$ cat config.mk
export PLATFORM = sky130hd
export DESIGN_NAME = aar_cordic
export DESIGN_NICKNAME = d
export VERILOG_FILES = /design/src/sv/assert_macros.svh /design/src/sv/aar_pkg.sv /design/src/sv/aar_cordic.sv
export SDC_FILE = /design/constraint.sdc
export NUM_CORES = 2
export LEC_CHECK = 0
export BUFFER_PORTS_ARGS = -buffer_cell sky130_fd_sc_hd__buf_2
export CORE_ASPECT_RATIO = 0.9
export CORE_MARGIN = 5
export CORE_UTILIZATION = 66
export CTS_BUF_LIST = sky130_fd_sc_hd__clkbuf_8 sky130_fd_sc_hd__clkbuf_16
export CTS_CLUSTER_DIAMETER = 200
export CTS_CLUSTER_SIZE = 24
export DETAILED_ROUTE_END_ITERATION = 16
export GPL_ROUTABILITY_DRIVEN = 0
export PLACE_DENSITY = 0.88
export REMOVE_ABC_BUFFERS = 1
export SYNTH_ARGS = -nofsm -noshare
export SYNTH_HDL_FRONTEND = slang
export SYNTH_SLANG_ARGS = --single-unit
$ cat constraint.sdc
create_clock -name clk -period 10.8 [get_ports clk]
set_input_delay 2.16 -clock clk [delete_from_list [all_inputs] [get_ports clk]]
set_output_delay 2.16 -clock clk [all_outputs]
set_load 0.02 [all_outputs]
$ cat src/sv/assert_macros.svh
// ---------------------------------------------------------------------------
// Assertion macros
// Clocked on clk, disabled while arst_n is low.
// ---------------------------------------------------------------------------
`ifndef ASSERT_MACROS_SVH
`define ASSERT_MACROS_SVH
`ifndef ASSERT_OFF
`define AAR_ASSERT(lbl, prop, msg) \
	lbl: assert property (@(posedge clk) disable iff (!arst_n) (prop)) else $error(msg);
`define AAR_ASSERT_NEXT(lbl, pre, post, msg) \
	lbl: assert property (@(posedge clk) disable iff (!arst_n) (pre) |=> (post)) else $error(msg);
`else
`define AAR_ASSERT(lbl, prop, msg)
`define AAR_ASSERT_NEXT(lbl, pre, post, msg)
`endif
`endif

$ cat src/sv/aar_pkg.sv
// ---------------------------------------------------------------------------
// aar_pkg
// Types, constants and tables shared by the rotation matrix pipeline.
// ---------------------------------------------------------------------------
`default_nettype none
package aar_pkg;

	localparam int FRAC_BITS     = 14;
	localparam int CORDIC_STAGES = 16;
	localparam int ROOT_BITS     = 30;
	localparam int QUO_BITS      = 31;
	localparam int NUM_LANES     = 9;

	localparam int NORM_LAT   = 1 + ROOT_BITS;
	localparam int DIV_LAT    = QUO_BITS + 1;
	localparam int CORDIC_LAT = CORDIC_STAGES + 2;
	localparam int ENTRY_LAT  = 4;
	localparam int ANG_DELAY  = NORM_LAT + DIV_LAT - CORDIC_LAT;
	localparam int PIPE_LAT   = NORM_LAT + DIV_LAT + ENTRY_LAT;

	typedef logic signed [35:0] ang_t;
	typedef logic signed [33:0] cs_t;
	typedef logic signed [31:0] unit_t;
	typedef logic signed [35:0] acc_t;
	typedef logic signed [15:0] smp_t;
	typedef logic [ROOT_BITS-1:0] root_t;
	typedef logic [60:0] wide_t;

	typedef struct packed {
		cs_t c;
		cs_t s;
		cs_t omc;
	} trig_t;

	typedef struct packed {
		logic [2:0]       neg;
		logic [2:0][15:0] mag;
	} axis_t;

	localparam ang_t Q30_PI      = 36'sd3373259426;
	localparam ang_t Q30_TWO_PI  = 36'sd6746518852;
	localparam ang_t Q30_HALF_PI = 36'sd1686629713;
	localparam cs_t  Q30_ONE     = 34'sd1073741824;
	localparam cs_t  CORDIC_GAIN = 34'sd652032874;

	localparam cs_t ATAN_Q30 [32] = '{
		34'sd843314856, 34'sd497837829, 34'sd263043836, 34'sd133525158,
		34'sd67021686,  34'sd33543515,  34'sd16775850,  34'sd8388437,
		34'sd4194282,   34'sd2097149,   34'sd1048575,   34'sd524287,
		34'sd262143,    34'sd131071,    34'sd65535,     34'sd32767,
		34'sd16383,     34'sd8191,      34'sd4095,      34'sd2047,
		34'sd1023,      34'sd511,       34'sd255,       34'sd127,
		34'sd63,        34'sd31,        34'sd15,        34'sd7,
		34'sd3,         34'sd1,         34'sd0,         34'sd0
	};

	localparam logic [1:0] OP_DIAG = 2'd0;
	localparam logic [1:0] OP_ADD  = 2'd1;
	localparam logic [1:0] OP_SUB  = 2'd2;

	localparam logic [1:0] LANE_I  [NUM_LANES] = '{2'd0, 2'd0, 2'd0, 2'd1, 2'd1, 2'd1,
		2'd2, 2'd2, 2'd2};
	localparam logic [1:0] LANE_J  [NUM_LANES] = '{2'd0, 2'd1, 2'd2, 2'd0, 2'd1, 2'd2,
		2'd0, 2'd1, 2'd2};
	localparam logic [1:0] LANE_K  [NUM_LANES] = '{2'd0, 2'd2, 2'd1, 2'd2, 2'd0, 2'd0,
		2'd1, 2'd0, 2'd0};
	localparam logic [1:0] LANE_OP [NUM_LANES] = '{OP_DIAG, OP_SUB, OP_ADD, OP_ADD, OP_DIAG,
		OP_SUB, OP_SUB, OP_ADD, OP_DIAG};

	localparam acc_t OUT_HALF = acc_t'(1) <<< (29 - FRAC_BITS);
	localparam acc_t OUT_LIM  = acc_t'(1) <<< FRAC_BITS;
	localparam smp_t IDENT    = OUT_LIM[15:0];

	function automatic smp_t to_out(acc_t v);
		acc_t t;
		t = (v + OUT_HALF) >>> (30 - FRAC_BITS);
		if (t > OUT_LIM)
			t = OUT_LIM;
		if (t < -OUT_LIM)
			t = -OUT_LIM;
		return t[15:0];
	endfunction

endpackage
`default_nettype wire

$ cat src/sv/aar_cordic.sv
// ---------------------------------------------------------------------------
// aar_cordic
// Angle reduction and pipelined rotation-mode CORDIC giving cos, sin, 1-cos.
// ---------------------------------------------------------------------------
`default_nettype none
module aar_cordic (
	input  wire logic                 clk,
	input  wire logic                 en,
	input  wire logic signed [15:0]   angle,
	output aar_pkg::trig_t            trig
);

	localparam int N = aar_pkg::CORDIC_STAGES;

	aar_pkg::ang_t a0, a1, a2;
	logic          flip;

	aar_pkg::cs_t x_s [N+1];
	aar_pkg::cs_t y_s [N+1];
	aar_pkg::cs_t z_s [N+1];
	logic         f_s [N+1];

	aar_pkg::cs_t   c_n, s_n;
	aar_pkg::trig_t trig_q;

	always_comb begin
		a0 = aar_pkg::ang_t'(angle) <<< 18;
		if (a0 > aar_pkg::Q30_PI)
			a1 = a0 - aar_pkg::Q30_TWO_PI;
		else if (a0 < -aar_pkg::Q30_PI)
			a1 = a0 + aar_pkg::Q30_TWO_PI;
		else
			a1 = a0;
		flip = 1'b1;
		if (a1 > aar_pkg::Q30_HALF_PI)
			a2 = a1 - aar_pkg::Q30_PI;
		else if (a1 < -aar_pkg::Q30_HALF_PI)
			a2 = a1 + aar_pkg::Q30_PI;
		else begin
			a2 = a1;
			flip = 1'b0;
		end
	end

	always_ff @(posedge clk) begin
		if (en) begin
			x_s[0] <= aar_pkg::CORDIC_GAIN;
			y_s[0] <= '0;
			z_s[0] <= a2[33:0];
			f_s[0] <= flip;
		end
	end

	for (genvar g = 0; g < N; g++) begin : g_stage
		always_ff @(posedge clk) begin
			if (en) begin
				f_s[g+1] <= f_s[g];
				if (z_s[g] >= 0) begin
					x_s[g+1] <= x_s[g] - (y_s[g] >>> g);
					y_s[g+1] <= y_s[g] + (x_s[g] >>> g);
					z_s[g+1] <= z_s[g] - aar_pkg::ATAN_Q30[g];
				end else begin
					x_s[g+1] <= x_s[g] + (y_s[g] >>> g);
					y_s[g+1] <= y_s[g] - (x_s[g] >>> g);
					z_s[g+1] <= z_s[g] + aar_pkg::ATAN_Q30[g];
				end
			end
		end
	end

	assign c_n = f_s[N] ? -x_s[N] : x_s[N];
	assign s_n = f_s[N] ? -y_s[N] : y_s[N];

	always_ff @(posedge clk) begin
		if (en) begin
			trig_q.c   <= c_n;
			trig_q.s   <= s_n;
			trig_q.omc <= aar_pkg::Q30_ONE - c_n;
		end
	end

	assign trig = trig_q;

endmodule
`default_nettype wire

==> impl_metrics.toml <==
[worst_hold_path]
holdCritStartpoint = "f_s[13]$_DFFE_PP_"
holdPathStages = 0
hold_class = "reg2reg"
hold_end = "f_s[14]$_DFFE_PP_"

[global_route]
grt_pass1_wl_mm = 496
grt_pass1_vias = 97800
antenna_found_initial = 3
grt_remaining_overflow = 0
grt_max_degree = 191
track_usage = 0.287

[critical_path]
r2r_start = "x_s[4][9]$_DFFE_PP_"
required_ps = 11340
reg2regPathDepth = 17
worstPathArrival_ps = 8480
path_max_fanout = 81
reg2reg_to = "y_s[5][32]$_DFFE_PP_"
end_kind = "register"
worstSetupStartpointType = "input port"
crit_type = "in2reg"
rrSetupSlack_ps = 4620

[logic_synthesis]
yosys.area.top_type_share = 0.368
yosysMostFrequentCell = "edfxtp_1"
synth.area.top_cells = "edfxtp_1, ha_1, xnor2_1"
yosysTopAreaCell = "edfxtp_1"
ys_ff_latch = 1602
synth_area_per_cell_um2 = 9.76
synthFlopType = "edfxtp_1"
async_flop_share = 0
netlist-cell-type-count = 104
synth_edf_count = 1602
netlist_top_cells_count = "edfxtp_1, ha_1, xnor2_1, a21oi_1, nor2_1"
ys_seq_area_frac = 0.368
synth_cells = 13400
yosys_warnings = 0
syn_area_um2 = 131000

[sta]
tightest_slew_ps = 1210
finalSetupViolCount = 0
drv_slew = 0
slew_headroom = 0.175
timing.fmax_ghz = 0.126
period_minus_slack_ps = 7940
rsz0062_at_grt = "no"
tns_ps = 0
final-hold-violation-count = 0
fin_crit_sh = 0.735
skew_ps = 61.3

[detailed_routing]
route.detailed.drc = 0
wl_per_cell_um = 19.1
drtIter0Drc = 9903
vias = 103000
drt_wl_total_mm = 306
firstDrtPassIters = 7
ant_nets = 0
via_per_inst = 6.42

[layout]
drive_above_1_share = 0.0342
seqCellArea_um2 = 48100
nFillCells = 14400
multiInputGateArea_um2 = 79800
area_growth_pct = 4.21
layout.nets = 14900

[cts]
clk-insertion-delay-late_ps = 780
cts_buffers = 76
path_clk_slew_ps = 100
cts.sinks = 1602
clk_path_buf_depth = 3
post-cts-setup-buffers = 0
htreeDepth = 3
cts_root_buffer = "clkbuf_16"
cts_resized = 0
cts_tree = "done"
postCtsHoldBufs = 0

[status]
status = "completed"

[job]
cap_violations = 0

[die]
die_w_um = 479
core_region_area_um2 = 198000
rows = 155
start_util = 0.662
io_pins = 120
die-area_um2 = 207000
fp.dieH_um = 432

[placement]
port_buffers = 119
dpl.hpwl_mm = 238
-- layout make-up --
class / instances / share of cell area
Multi-Input combinational cell: 11000 / 0.586
Sequential cell: 1602 / 0.353
Tap cell: 2590 / 0.0238
Inverter: 544 / 0.0150
Clock buffer: 76 / 0.0140
Timing Repair Buffer: 179 / 0.00797
Clock inverter: 6 / 0.000551
Antenna cell: 2 / 0.0000367
-- through the flow --
| stage | setup slack [ps] | util | hold WS (ps) | instances | cell area (um2) |
|---|---|---|---|---|---|
| after floorplan | 3250 | - | 400 | 13200 | 130000 |
| after global placement | 2270 | 0.680 | 401 | 16000 | 134000 |
| after detailed placement | 2120 | 0.680 | 405 | 16000 | 134000 |
| after CTS | 2950 | 0.690 | 426 | 16000 | 136000 |
| after global routing | 2470 | 0.690 | 439 | 16000 | 136000 |
| final | 2860 | 0.690 | 425 | 16000 | 136000 |
-- sequential cells by signal (all words and copies together) (netlist names) --
| signal | flops |
|---|---|
| z_s | 490 |
| y_s | 511 |
| x_s | 484 |
| f_s | 16 |
| trig | 101 |
-- worst max-delay path by stage --
stage | end | depth (start not counted) | slack (ps) | start
after detailed placement | y_s[15][32]$_DFFE_PP_ | 21 | 2120 | en
after CTS | y_s[15][32]$_DFFE_PP_ | 21 | 2950 | en
final | y_s[15][32]$_DFFE_PP_ | 21 | 2860 | en
after global placement | y_s[15][32]$_DFFE_PP_ | 21 | 2270 | en
after global routing | y_s[13][22]$_DFFE_PP_ | 20 | 2470 | en
after floorplan | y_s[4][30]$_DFFE_PP_ | 16 | 3250 | en
-- placed cells by master (no fill, tap or decap), types with 131 or more instances in the layout --
| cell type | count |
|---|---|
| edfxtp_1 | 1602 |
| ha_1 | 1434 |
| xnor2_1 | 1335 |
| a21oi_1 | 1277 |
| nor2_1 | 1021 |
| o21ai_0 | 790 |
| nand2_1 | 733 |
| xor2_1 | 658 |
| a21o_1 | 613 |
| inv_1 | 532 |
| nor3_1 | 330 |
| nand2b_1 | 234 |
| nand3_1 | 222 |
| o21a_1 | 214 |
| nor2b_1 | 196 |
| o21bai_1 | 179 |
| o31ai_1 | 131 |
-- worst max-delay path, stage by stage --
cell and delay, ps:
buf_12 270, buf_4 790, buf_4 730, nand2_1 110, buf_4 310, inv_2 80
buf_4 510, nor2_1 110, xnor2_1 170, ha_1 350, nor2b_1 140, o21ai_0 110
a21boi_0 440, o2111a_1 330, o211a_1 190, o21ai_0 130, a21oi_1 420, a211oi_1 180
o41ai_1 370, a21oi_1 130, xnor2_1 130
-- per-layer routing --
layer,up-vias,global-route usage,wire [um]
li1,49800,-,-
met1,48200,0.369,125000
met2,4115,0.488,144000
met3,831,0.0408,23000
met4,2,0.120,14600
met5,-,0,13
-- cells by family (layout without fill, tap and decap cells) --
group | after synthesis | count (layout) | share of synthesized area
buf+inv | 747 | 805 | 0.0218
simple gates | 3457 | 3457 | 0.130
mux | 95 | 95 | 0.00761
xor+xnor | 1995 | 1995 | 0.134
compound gates | 4022 | 4022 | 0.196
flops | 1602 | 1602 | 0.368
other cells | 0 | 2 | 0
fa+ha+maj | 1475 | 1475 | 0.143
Power is not shown: default switching activity piles up to over one toggle a cycle in this logic, so the estimate is an artifact.
